## src/hw/rtl/mpd_pkg.sv

```systemverilog
`timescale 1ns / 1ps

package mpd_pkg;

  localparam int VAL_W      = 32;
  localparam int COL_W      = 13;
  localparam int ROW_W      = 16;
  localparam int WIDTH_W    = 14;
  localparam int FACTOR_W   = 7;
  localparam int COUNT_W    = 29;
  localparam int CFG_IDX_W  = 3;
  localparam int FCMP_W     = 9;

  localparam logic [WIDTH_W-1:0] ROW_WIDTH_MAX = 14'd8192;

  // fixed no-data sentinels, Q24.8: -32767, -32768, -9999, -99999
  localparam logic [VAL_W-1:0] SENT_A = 32'hFF80_0100;
  localparam logic [VAL_W-1:0] SENT_B = 32'hFF80_0000;
  localparam logic [VAL_W-1:0] SENT_C = 32'hFFD8_F100;
  localparam logic [VAL_W-1:0] SENT_D = 32'hFE79_6100;

  typedef enum logic [CFG_IDX_W-1:0] {
    REG_ROW_WIDTH    = 3'd0,
    REG_FRAME_HEIGHT = 3'd1,
    REG_FACTOR       = 3'd2,
    REG_USE_NODATA   = 3'd3,
    REG_NODATA_VALUE = 3'd4
  } cfg_reg_t;

  typedef struct packed {
    logic             emit;
    logic             last;
    logic [COL_W-1:0] out_col;
    logic [ROW_W-1:0] out_row;
  } pos_t;

  typedef struct packed {
    logic             has;
    logic [VAL_W-1:0] max;
  } cell_t;

endpackage

```

## src/hw/rtl/mpd_scan.sv

```systemverilog
`timescale 1ns / 1ps

module mpd_scan import mpd_pkg::*; #(
  parameter int MAX_FACTOR = 64
) (
  input  logic                clk,
  input  logic                rst_n,
  input  logic                advance,
  input  logic [WIDTH_W-1:0]  row_width,
  input  logic [ROW_W-1:0]    frame_height,
  input  logic [FACTOR_W-1:0] factor,
  output pos_t                pos
);

  localparam int CNT_W = (MAX_FACTOR > 1) ? $clog2(MAX_FACTOR) : 1;

  logic [COL_W-1:0] pixel_col_r, pixel_col_nxt;
  logic [ROW_W-1:0] pixel_row_r, pixel_row_nxt;
  logic [CNT_W-1:0] col_in_block_r, col_in_block_nxt;
  logic [CNT_W-1:0] row_in_block_r, row_in_block_nxt;
  logic [COL_W-1:0] out_col_r, out_col_nxt;
  logic [ROW_W-1:0] out_row_r, out_row_nxt;

  logic [WIDTH_W-1:0] w_eff;
  logic [ROW_W-1:0]   h_eff;
  logic [FCMP_W-1:0]  f_eff;
  logic               row_end, frame_end, blk_col_end, blk_row_end;

  always_comb begin
    if (row_width == '0) begin
      w_eff = WIDTH_W'(1);
    end else if (row_width > ROW_WIDTH_MAX) begin
      w_eff = ROW_WIDTH_MAX;
    end else begin
      w_eff = row_width;
    end
    h_eff = (frame_height == '0) ? ROW_W'(1) : frame_height;
    if (factor == '0) begin
      f_eff = FCMP_W'(1);
    end else if (FCMP_W'(factor) > FCMP_W'(MAX_FACTOR)) begin
      f_eff = FCMP_W'(MAX_FACTOR);
    end else begin
      f_eff = FCMP_W'(factor);
    end
  end

  assign row_end     = (WIDTH_W'(pixel_col_r) + WIDTH_W'(1)) >= w_eff;
  assign frame_end   = ((ROW_W+1)'(pixel_row_r) + (ROW_W+1)'(1)) >= (ROW_W+1)'(h_eff);
  assign blk_col_end = ((FCMP_W'(col_in_block_r) + FCMP_W'(1)) >= f_eff) || row_end;
  assign blk_row_end = ((FCMP_W'(row_in_block_r) + FCMP_W'(1)) >= f_eff) || frame_end;

  assign pos.emit    = blk_col_end && blk_row_end;
  assign pos.last    = row_end && frame_end;
  assign pos.out_col = out_col_r;
  assign pos.out_row = out_row_r;

  always_comb begin
    pixel_col_nxt    = pixel_col_r;
    pixel_row_nxt    = pixel_row_r;
    col_in_block_nxt = col_in_block_r;
    row_in_block_nxt = row_in_block_r;
    out_col_nxt      = out_col_r;
    out_row_nxt      = out_row_r;
    if (advance) begin
      if (row_end) begin
        pixel_col_nxt    = '0;
        col_in_block_nxt = '0;
        out_col_nxt      = '0;
        if (frame_end) begin
          pixel_row_nxt    = '0;
          row_in_block_nxt = '0;
          out_row_nxt      = '0;
        end else begin
          pixel_row_nxt = pixel_row_r + ROW_W'(1);
          if (blk_row_end) begin
            row_in_block_nxt = '0;
            out_row_nxt      = out_row_r + ROW_W'(1);
          end else begin
            row_in_block_nxt = row_in_block_r + CNT_W'(1);
          end
        end
      end else begin
        pixel_col_nxt = pixel_col_r + COL_W'(1);
        if (blk_col_end) begin
          col_in_block_nxt = '0;
          out_col_nxt      = out_col_r + COL_W'(1);
        end else begin
          col_in_block_nxt = col_in_block_r + CNT_W'(1);
        end
      end
    end
  end

  always_ff @(posedge clk) begin
    if (!rst_n) begin
      pixel_col_r    <= '0;
      pixel_row_r    <= '0;
      col_in_block_r <= '0;
      row_in_block_r <= '0;
      out_col_r      <= '0;
      out_row_r      <= '0;
    end else begin
      pixel_col_r    <= pixel_col_nxt;
      pixel_row_r    <= pixel_row_nxt;
      col_in_block_r <= col_in_block_nxt;
      row_in_block_r <= row_in_block_nxt;
      out_col_r      <= out_col_nxt;
      out_row_r      <= out_row_nxt;
    end
  end

endmodule

```

## config.mk

```make
export PLATFORM = sky130hd
export DESIGN_NAME = mpd_scan
export DESIGN_NICKNAME = d
export VERILOG_FILES = /design/src/hw/rtl/mpd_pkg.sv /design/src/hw/rtl/mpd_scan.sv
export SDC_FILE = /design/constraint.sdc
export NUM_CORES = 1
export LEC_CHECK = 0
export BUFFER_PORTS_ARGS = -buffer_cell sky130_fd_sc_hd__buf_2
export CAP_MARGIN = 30
export CORE_ASPECT_RATIO = 1.4
export CORE_UTILIZATION = 58
export DETAILED_ROUTE_END_ITERATION = 7
export HOLD_SLACK_MARGIN = 0.06
export MAX_ROUTING_LAYER = met4
export PLACE_DENSITY = 0.81
export SYNTH_ARGS = -nofsm -noshare
export SYNTH_HDL_FRONTEND = slang
export SYNTH_SLANG_ARGS = --single-unit
```

## constraint.sdc

```tcl
create_clock -name clk -period 4.68 [get_ports clk]
set_input_delay 0.468 -clock clk [delete_from_list [all_inputs] [get_ports clk]]
set_output_delay 0.468 -clock clk [all_outputs]
set_load 0.02 [all_outputs]
```

### After elaboration in Yosys (flattened, before gate mapping)

Index checks and enable logic that the tools add are counted.

* register bits: 70
* input port bits: 40
* output and inout bits: 31
* logic and storage cells: 49

* add/sub/neg operators: 10
* $lt $le $gt $ge: 6
* muxes and demuxes: 15
* reductions and logical operators: 12

Operators with widths (count)
* 2-to-1 mux 16 bit: 4
* 2-to-1 mux 13 bit: 3
* adder 16 x 1 -> 16 bit, second input constant: 2
* 2-to-1 mux 14 bit: 2
* adder 13 x 1 -> 13 bit, second input constant: 2
* 2-to-1 mux 6 bit: 4
* greater-or-equal comparator 7 x 9 -> 1 bit: 2
* adder 16 x 1 -> 17 bit, second input constant: 1
* greater-or-equal comparator 17 x 16 -> 1 bit: 1
* zero test 16 bit: 1
* adder 13 x 1 -> 14 bit, second input constant: 1
* adder 6 x 1 -> 7 bit, second input constant: 2
* greater-or-equal comparator 14 bit: 1
* > comparator 14 bit, second input constant: 1
* zero test 14 bit: 1
* 2-to-1 mux 7 bit: 2
* adder 6 x 1 -> 6 bit, second input constant: 2
* > comparator 7 bit, second input constant: 1
* zero test 7 bit: 1
* AND reduction 2 bit: 2
* nonzero test 2 bit: 2
* AND reduction 3 bit: 1
* logical AND 1 bit: 2
* logical OR 1 bit: 2

### Depth between registers and ports, before layout

Gate-level depths: netlist (run 1).

* depth in word-level cells: 7
* gate-level depth with buffers: 16

### Worst setup path after synthesis (run 1)

Ideal clock, no wire load.

* path kind: reg-to-output
* start: reg pixel_col_r[2]
* end: out pos[30] in the netlist's numbering
* data arrival time: 2.978 ns
* path slack: 1.234 ns
* stages on the path, launching flop included: 16
* path buffers: 2
* path through: dfxtp_1 -> clkbuf_1 -> nand3_1 -> nor2_1 -> and3_1 -> and3_1 -> nand3_1 -> xnor2_1 -> ha_1 -> nand4_2 -> nor3_1 -> nand3_1 -> nand3_1 -> nor2_1 -> buf_2 -> nor2_1

RTL lines
* start, declared: RTL line mpd_scan.sv:17 `logic [COL_W-1:0] pixel_col_r, pixel_col_nxt;`
* start signal, assigned: RTL line mpd_scan.sv:103 `pixel_col_r <= pixel_col_nxt;`
* end, declared: RTL line mpd_scan.sv:12 `output pos_t pos`

==> results of run 1 <==
## worst min-delay path by stage
| stage | slack, ns | end | startpoint |
|---|---|---|---|
| floorplan | 0.45 | pixel_row_r[10] | pixel_row_r[10] |
| global placement | 0.46 | pixel_row_r[15] | pixel_row_r[15] |
| detailed placement | 0.47 | pixel_row_r[15] | pixel_row_r[15] |
| CTS | 0.49 | col_in_block_r[1] | col_in_block_r[1] |
| global route | 0.51 | pixel_row_r[10] | pixel_row_r[10] |
| finish | 0.49 | pixel_row_r[10] | pixel_row_r[10] |
## layout by cell type, fill, tap and decap left out, types with 3 or more instances in the layout
| cell type | n |
|---|---|
| o21ai_0 | 23 |
| buf_2 | 70 |
| inv_1 | 31 |
| clkbuf_8 | 9 |
| nor2_1 | 56 |
| xor2_1 | 31 |
| and3_1 | 9 |
| a32o_1 | 3 |
| a21o_1 | 6 |
| o211ai_1 | 3 |
| ha_1 | 50 |
| a22o_1 | 18 |
| a21oi_1 | 22 |
| xnor2_1 | 23 |
| nor3_1 | 16 |
| or3_1 | 7 |
| nand4_1 | 18 |
| nand3_1 | 36 |
| dfxtp_1 | 70 |
| a31oi_1 | 11 |
| nand2b_1 | 4 |
| nand2_1 | 85 |
| nor4_1 | 8 |
| nor2b_1 | 4 |
| and4_1 | 3 |
| or4_1 | 3 |
## registers in the layout, indices dropped and copies added (netlist names)
| register | flops |
|---|---|
| col_in_block_r | 6 |
| out_col_r | 13 |
| out_row_r | 16 |
| pixel_col_r | 13 |
| pixel_row_r | 16 |
| row_in_block_r | 6 |
## where the power goes
| group | switching (W) | internal [W] |
|---|---|---|
| sequential | 0.00000529 | 0.000599 |
| combinational | 0.0000812 | 0.0000491 |
| clock | 0.000254 | 0.000248 |
| total | 0.000340 | 0.000896 |
## Yosys cell counts (2+ instances only)
cell type	n	area share [%]
nand2_1	85	6.7
dfxtp_1	70	29
nor2_1	56	4.4
ha_1	50	13
nand3_1	36	3.8
inv_1	31	2.4
xor2_1	31	5.7
o21ai_0	23	2.4
xnor2_1	23	4.2
a21oi_1	22	2.3
a22o_1	18	3.3
nand4_1	18	2.4
nor3_1	17	1.8
a31oi_1	11	1.4
clkbuf_1	10	0.79
and3_1	9	1.2
buf_2	8	0.84
nor4_1	8	1.1
or3_1	7	0.92
a21o_1	6	0.95
nand2b_1	4	0.52
nor2b_1	4	0.52
a32o_1	3	0.63
and4_1	3	0.55
buf_1	3	0.24
o211ai_1	3	0.47
or4_1	3	0.47
a211oi_1	2	0.31
a41o_1	2	0.42
and2_1	2	0.26
mux2i_1	2	0.42
nor2_2	2	0.26
nor4_2	2	0.52
o21ai_2	2	0.37
o22ai_1	2	0.26
o2bb2a_1	2	0.42
o31ai_1	2	0.31
o32ai_1	2	0.37
or2_2	2	0.26
## layer usage
layer  up-vias  wire, um  part of all wire, %
met4         0       323                  2.9
met5         -         0                    0
met3        33       440                  3.9
met2       103      6070                   54
met1      2151      4470                   40
li1       2275         -                    -
## final cells by class
cell class                      count  share of cell area, %
Tap cell                          100                   2.33
Multi-Input combinational cell    480                   58.9
Timing Repair Buffer               72                   6.80
Clock buffer                        9                   2.31
Clock inverter                      7                   1.35
Sequential cell                    70                   26.1
Inverter                           31                   2.17
## metrics by stage
step	setup slack, ns	cell area (um2)	std cells	utilization (%)	power, W
after global placement	0.875	5170	753	65.9	0.000741
final	0.417	5370	769	68.4	0.00124
after global routing	0.0917	5370	769	68.4	0.00128
after floorplan	1.23	4770	602	-	0.000701
after CTS	0.373	5360	769	68.4	0.00124
after detailed placement	0.718	5170	753	65.9	0.000748
## kinds of logic after synthesis
group / after synthesis / share of synthesized area (%)
DFF: 70 / 29.4
and+or+nand+nor: 266 / 27.2
buffers and inverters: 52 / 4.31
AOI/OAI and AO/OA: 108 / 15.6
xor gates and xnor gates: 54 / 9.92
muxes: 2 / 0.420
adders and majority gates: 50 / 13.1
==> out/metrics.csv, run 1 <==
metric,value,unit
fill count,686,
Slew Limit Fails,0,
Clock transition at path regs,0.07,ns
outcome,"complete, no violations",
Layout Area Growth over Synthesis,12.7,%
top_reg_cell synth,dfxtp_1,
Worst Hold Slack,0.489,ns
Top Ports,71,
post-CTS setup buffers,0,
reg2reg path depth,15,
family with the most delay on the worst path,simple AND/OR/NAND/NOR gates,
Post-synth EDFFs,0,
Final TNS setup,0,ns
Vias/cell,5.93,
CP Max Fanout,12,
Worst path max stage delay,0.45,ns
Clock Skew,0.0133,ns
RR Endpoint,out_col_r[12],
DRC Markers,0,
Port Buffers,70,
leakage power,2.41,nW
critical path launch point type,flip-flop,
first-pass GRT wire length,18.6,mm
Post-Syn Area per Cell,7.92,um2
die footprint,8590,um2
sum of buffers and inverters on the critical path,1,
nature of the critical path endpoint,output pin,
synthesized area,4770,um2
final worst-path cycle share,91.1,%
yosys warns,0,
multi-input combinational cell area,3160,um2
Rows,38,
Antenna Diode Count,0,
GP Congestion,0.897,
largest net degree at the start of global routing,28,
DRT Wirelength,11.3,mm
"FFs w/ async S/R, synth",0,%
overall routing resource usage,28.4,%
power per cell area,230,nW/um2
GR Util met1,27.8,%
CP cell instances,ha_1 -> nand3_2 -> nor4_2 -> nand4_1 -> xnor2_1 -> ha_1 -> and3_1 -> a221oi_1 -> and3_1 -> and2_1 -> a31oi_1 -> buf_2,
Reg area,1400,um2
DRT iter0 DRCs,204,
clock tree buffer depth,2,
# hold bufs at CTS,0,
initial antenna violation count,0,
Worst setup endpoint,pos[29],
post-synthesis net count,692,
Worst-Margin Slew,0.727,ns
Tmin final,4.26,ns
Setup Crit Path Kind,reg2out,
Final ANT Viol Nets,0,
clk_lat worst skew,0.37,ns
DIE HEIGHT,109,um
Rel. slew slack,51.5,%
fmax,235,MHz
Core Footprint,7850,um2
chip width,78.6,um
Syn Inst Count,602,
met2 usage,52.0,%
Synth cell types,55,
Worst R2R Setup Slack,0.82,ns
WHS Path Cells,1,
met3 Usage GRT,6.19,%
drt wl/cell,14.7,um
RSZ-0062 raised after global routing,no,
final hold vios,0,
Hold Crit Class,reg2reg,
GR peak layer,met2,
Vias,4562,
total congestion overflow,0,
H-tree levels,3,
post-cts resize count,0,
clock root buffer master,clkbuf_8,
dpl hpwl,8.61,mm
Crit path depth,12,
number of synthesized register bits,70,
Final nets,754,
initial core utilization,60.7,%
sequential area share after synthesis,29.4,%
layout cell share with drive strength beyond 1,15.5,%
Critical-path top delay cell,and2_1,
Clock Sinks,70,
critical path arrival,3.79,ns
crit path from,pixel_row_r[0],
# setup viols final,0,
Worst VDD drop,0.175,mV
DRT Pass-1 Iters,5,
WP data required,4.21,ns
TritonCTS buffer count,9,
FF-to-FF Start,pixel_col_r[2],
max-cap check violation count,0,
TritonCTS clock tree,yes,
vias in the first global route,4333,
(Power assumes the default switching activity.)
==> run 2: changes to the inputs <==
Settings changed: CORE_ASPECT_RATIO 1.4 to 1.2.
==> run 2 against run 1 <==
Against the previous run: power rose by 5.2%; critical endpoint unchanged; combinational power barely moved; critical path depth did not move; global-route usage fell by 1.4 points; first-iteration DRC count fell by 4.4%; largest power group unchanged; sequential share of layout area fell by 0.13 points.
==> out/metrics.csv, run 2 (synthesis gave the netlist of run 1 again) <==
metric,value,unit,change
die footprint,8590,um2,about the same
Layout Area Growth over Synthesis,13.2,%,
CP Max Fanout,12,,unchanged
"commonest non-fill, non-tap cells in the layout","nand2_1, dfxtp_1, buf_2",,
clock tree buffer depth,2,,unchanged
DIE HEIGHT,101,um,-7.3%
WP data required,4.21,ns,about the same
Slew Limit Fails,0,,unchanged
GP Congestion,0.892,,-0.51%
Rows,35,,-7.9%
fmax,237,MHz,+1.2%
Tmin final,4.21,ns,-0.0498 ns
leakage power,2.42,nW,+0.81%
met2 usage,50.7,%,-1.4 points
final hold vios,0,,unchanged
# hold bufs at CTS,0,,unchanged
drt wl/cell,14.5,um,-1.5%
Worst setup endpoint,pos[29],,
clock root buffer master,clkbuf_8,,
Final TNS setup,0,ns,unchanged
Design Power,0.00130,W,+5.2%
Vias,4555,,-0.15%
FF-to-FF Start,pixel_row_r[0],,
crit path from,pixel_row_r[0],,
GR peak layer,met2,,
Clock Sinks,70,,unchanged
power per cell area,241,nW/um2,+4.6%
critical path arrival,3.74,ns,-0.05 ns
Hold Crit Class,reg2reg,,
GR Util met1,28.5,%,+0.65 points
DP Area,5160,um2,-0.19%
Vias/cell,5.99,,+0.90%
total congestion overflow,0,,unchanged
Port Buffers,70,,unchanged
Setup Crit Path Kind,reg2out,,
DRT Pass-1 Iters,7,,+2
Worst R2R Setup Slack,0.85,ns,+0.03 ns
H-tree levels,3,,unchanged
Antenna Diode Count,0,,unchanged
largest net degree at the start of global routing,28,,unchanged
final worst-path cycle share,90.0,%,-1.1 points
Core Footprint,7840,um2,about the same
chip width,84.8,um,+7.8%
dpl hpwl,8.49,mm,-1.4%
Final ANT Viol Nets,0,,unchanged
overall routing resource usage,26.9,%,-1.4 points
Regs by FF count,"out_row_r: 16 flops, pixel_row_r: 16 flops",,
nature of the critical path endpoint,output pin,,
initial core utilization,60.8,%,about the same
DRT iter0 DRCs,195,,-4.4%
clk_lat worst skew,0.35,ns,-0.02 ns
final instance area,5400,um2,+0.49%
first-pass GRT wire length,18.2,mm,-2.1%
TritonCTS buffer count,9,,unchanged
outcome,"complete, no violations",,
initial antenna violation count,0,,unchanged
# setup viols final,0,,unchanged
critical path launch point type,flip-flop,,
Worst Hold Slack,0.480,ns,-0.00909 ns
Clock Skew,0.0101,ns,-0.00324 ns
layout cell share with drive strength beyond 1,15.5,%,unchanged
max-cap check violation count,0,,unchanged
Worst VDD drop,0.168,mV,-3.6%
post-CTS setup buffers,0,,unchanged
RSZ-0062 raised after global routing,no,,
reg2reg path depth,12,,-3
DRT Wirelength,11.0,mm,-2.5%
TritonCTS clock tree,yes,,
"commonest non-fill, non-tap cell in the layout",nand2_1,,
Clock transition at path regs,0.08,ns,about the same
DRC Markers,0,,unchanged
Top Ports,71,,unchanged
met3 Usage GRT,4.16,%,-2.0 points
Final nets,754,,unchanged
Worst-Margin Slew,0.737,ns,+0.00962 ns
RR Endpoint,out_row_r[6],,
vias in the first global route,4153,,-4.2%
Rel. slew slack,50.8,%,-0.64 points
==> run 2: cell count changes in the layout (fill, tap and decap cells not counted) <==
cell	change
bufinv_16	+1
clkinv_4	+1
clkbuf_8	+2
clkinvlp_4	-1
clkinv_2	-1
inv_6	-2
==> run 2: worst max-delay path, stage by stage (launching register included) <==
cell	delay, ns
dfxtp_1	0.44
ha_1	0.24
nand3_2	0.16
nor4_2	0.41
nand4_1	0.16
xnor2_1	0.22
ha_1	0.28
and3_1	0.20
a221oi_1	0.32
and3_1	0.24
and2_1	0.44
a31oi_1	0.12
buf_2	0.19
==> run 2: through the flow <==
stage	setup WS, ns	util (%)	cells
after floorplan	1.23	-	602
after global placement	0.859	65.8	745
after detailed placement	0.758	65.8	745
after CTS	0.384	68.8	761
after global routing	0.135	68.8	761
final	0.467	68.8	761
==> run 2: worst min path at each step <==
stage | start | endpoint | slack, ns | depth (start not counted)
floorplan | pixel_row_r[10] | pixel_row_r[10] | 0.45 | 1
global placement | out_row_r[15] | out_row_r[15] | 0.46 | 2
detailed placement | out_row_r[15] | out_row_r[15] | 0.47 | 2
CTS | out_row_r[15] | out_row_r[15] | 0.48 | 2
global route | out_row_r[4] | out_row_r[4] | 0.50 | 2
finish | out_row_r[15] | out_row_r[15] | 0.48 | 2
==> run 2: final cells by class <==
class                   count  area [um2]
clock buffers              11         151
repair buffers             72         365
clock inverters             5        81.3
flip-flops and latches     70        1400
fillers                   633        2440
inverters                  31         116
multi-input cells         480        3160
well taps                  92         115
==> run 2: per-layer routing <==
| layer | wire length [um] | share of wire (%) |
|---|---|---|
| met1 | 4570 | 41 |
| met5 | 0 | 0 |
| met3 | 343 | 3.1 |
| met4 | 214 | 1.9 |
| met2 | 5890 | 53 |
==> run 2: power by group <==
group | internal, W | switching, W
Clock | 0.000329 | 0.000238
Sequential | 0.000599 | 0.00000557
Combinational | 0.0000487 | 0.0000787
==> run 2: repair_timing <==
| item | 4_1_cts | 5_1_grt |
|---|---|---|
| endpoints found under the hold margin | 0 | 0 |
| endpoints found under the setup margin | 0 | 1 |
| gates resized for setup | 0 | 1 |
==> run 3: changes to the inputs <==
Settings changed: CORE_MARGIN set to 5.
==> run 3 against run 2 <==
Against the previous run: via count fell by 0.66%; clock skew rose by 0.00080 ns; critical path depth rose by 2; first-iteration DRC count fell by 6.7%; clock power fell by 8.8%; sequential share of layout area rose by 0.11 points; combinational power barely moved; maximum frequency fell by 1.7%; design area fell by 0.44%; wire length rose by 2.3%; flip-flop and latch count did not move; critical endpoint is now pos[30].
==> out/metrics.csv, run 3 (synthesis gave the netlist of run 1 again) <==
metric,value,unit,change
outcome,"complete, no violations",,
Top Ports,71,,unchanged
layout cell share with drive strength beyond 1,15.5,%,-0.023 points
TritonCTS buffer count,9,,unchanged
Vias/cell,5.92,,-1.2%
Rel. slew slack,52.1,%,+1.3 points
GR Util met1,25.3,%,-3.2 points
drt wl/cell,14.7,um,+1.8%
DP Area,5170,um2,+0.22%
nature of the critical path endpoint,output pin,,
leakage power,2.41,nW,-0.74%
Setup WS post-layout,0.395,ns,-0.0724 ns
"Core Util, Final",66.6,%,-2.2 points
critical path launch point type,flip-flop,,
post-CTS setup buffers,0,,unchanged
# hold bufs at CTS,0,,unchanged
die footprint,10100,um2,+18%
Worst-Margin Slew,0.717,ns,-0.0195 ns
CP Max Fanout,13,,+1
# setup viols final,0,,unchanged
Port Buffers,70,,unchanged
Clock transition at path regs,0.09,ns,about the same
Rows,36,,+2.9%
TritonCTS clock tree,yes,,
Clock Sinks,70,,unchanged
DRT Pass-1 Iters,5,,-2
met3 Usage GRT,3.63,%,-0.53 points
Final ANT Viol Nets,0,,unchanged
power per cell area,233,nW/um2,-3.4%
WP data required,4.21,ns,about the same
Setup Crit Path Kind,reg2out,,
Worst Hold Slack,0.487,ns,+0.00707 ns
Final TNS setup,0,ns,unchanged
initial antenna violation count,0,,unchanged
total congestion overflow,0,,unchanged
GR peak layer,met2,,
"commonest non-fill, non-tap cell in the layout",nand2_1,,
fmax,233,MHz,-1.7%
DIE HEIGHT,109,um,+7.9%
dpl hpwl,8.67,mm,+2.2%
chip width,92.8,um,+9.4%
DRT Wirelength,11.3,mm,+2.3%
Antenna Diode Count,0,,unchanged
Regs by FF count,"out_row_r: 16 flops, pixel_row_r: 16 flops",,
max-cap check violation count,0,,unchanged
Layout Area Growth over Synthesis,12.7,%,
met2 usage,43.3,%,-7.3 points
pre-CTS WS,0.835,ns,+0.0776 ns
WHS Path Cells,1,,-1
post-cts resize count,0,,unchanged
DRC Markers,0,,unchanged
Hold Crit Class,reg2reg,,
Vias,4525,,-0.66%
RSZ-0062 raised after global routing,no,,
H-tree levels,3,,unchanged
"commonest non-fill, non-tap cells in the layout","nand2_1, dfxtp_1, buf_2",,
Slew Limit Fails,0,,unchanged
overall routing resource usage,23.5,%,-3.5 points
vias in the first global route,4341,,+4.5%
clock root buffer master,clkbuf_8,,
reg2reg path depth,14,,+2
Tmin final,4.29,ns,+0.0724 ns
GP Congestion,0.956,,+7.2%
clk_lat worst skew,0.36,ns,about the same
first-pass GRT wire length,19.0,mm,+4.4%
final hold vios,0,,unchanged
clock tree buffer depth,2,,unchanged
Clock Skew,0.0109,ns,+0.000803 ns
largest net degree at the start of global routing,28,,unchanged
initial core utilization,59.1,%,-1.7 points
Worst VDD drop,0.138,mV,-18%
DRT iter0 DRCs,182,,-6.7%
Core Footprint,8060,um2,+2.9%
critical path arrival,3.82,ns,+0.08 ns
Final nets,755,,+0.13%
final worst-path cycle share,91.6,%,+1.5 points
final instance area,5370,um2,-0.44%
## run 3: path summary, 6_finish.rpt
path,start,slack [ns],endpoint
max,pixel_col_r[0],0.39,pos[30]
min reg2reg,pixel_row_r[10],0.49,pixel_row_r[10]
max reg2reg,pixel_col_r[0],0.76,out_row_r[7]
min,pixel_row_r[10],0.49,pixel_row_r[10]
## run 3: layout make-up
| cell class | count | area (um2) |
|---|---|---|
| Sequential cell | 70 | 1400 |
| Fill cell | 670 | 2690 |
| Clock inverter | 7 | 78.8 |
| Multi-Input combinational cell | 480 | 3160 |
| Clock buffer | 9 | 124 |
| Inverter | 31 | 116 |
| Timing Repair Buffer | 73 | 373 |
| Tap cell | 95 | 119 |
## run 3: per-stage QoR
stage,cells,power [W]
5_1_grt,765,0.00130
3_5_place_dp,749,0.000747
2_1_floorplan,602,0.000701
6_report,765,0.00125
3_3_place_gp,749,0.000741
4_1_cts,765,0.00125
## run 3: layer usage
| layer | share of wire [%] | routed length, um |
|---|---|---|
| met1 | 42 | 4700 |
| met2 | 52 | 5910 |
| met3 | 3.7 | 415 |
| met4 | 2.1 | 240 |
| met5 | 0 | 0 |
## run 3: report_power, final
group          leakage, nW  internal [W]  switching, W
clock               0.0929      0.000252      0.000265
sequential           0.564      0.000599    0.00000550
combinational         1.75     0.0000494     0.0000792
total                 2.41      0.000900      0.000350
## run 3: critical path: stages (launching register included)
cell and delay, ns:
dfxtp_1 0.43, ha_1 0.25, nand3_1 0.19, nor3_1 0.51, nand2_1 0.11, nor2_1 0.18
xnor2_1 0.15, ha_1 0.29, a21oi_1 0.14, a21boi_0 0.11, nor3_1 0.26, nand3_1 0.35
nor2_1 0.25, nor2_1 0.07, buf_2 0.17
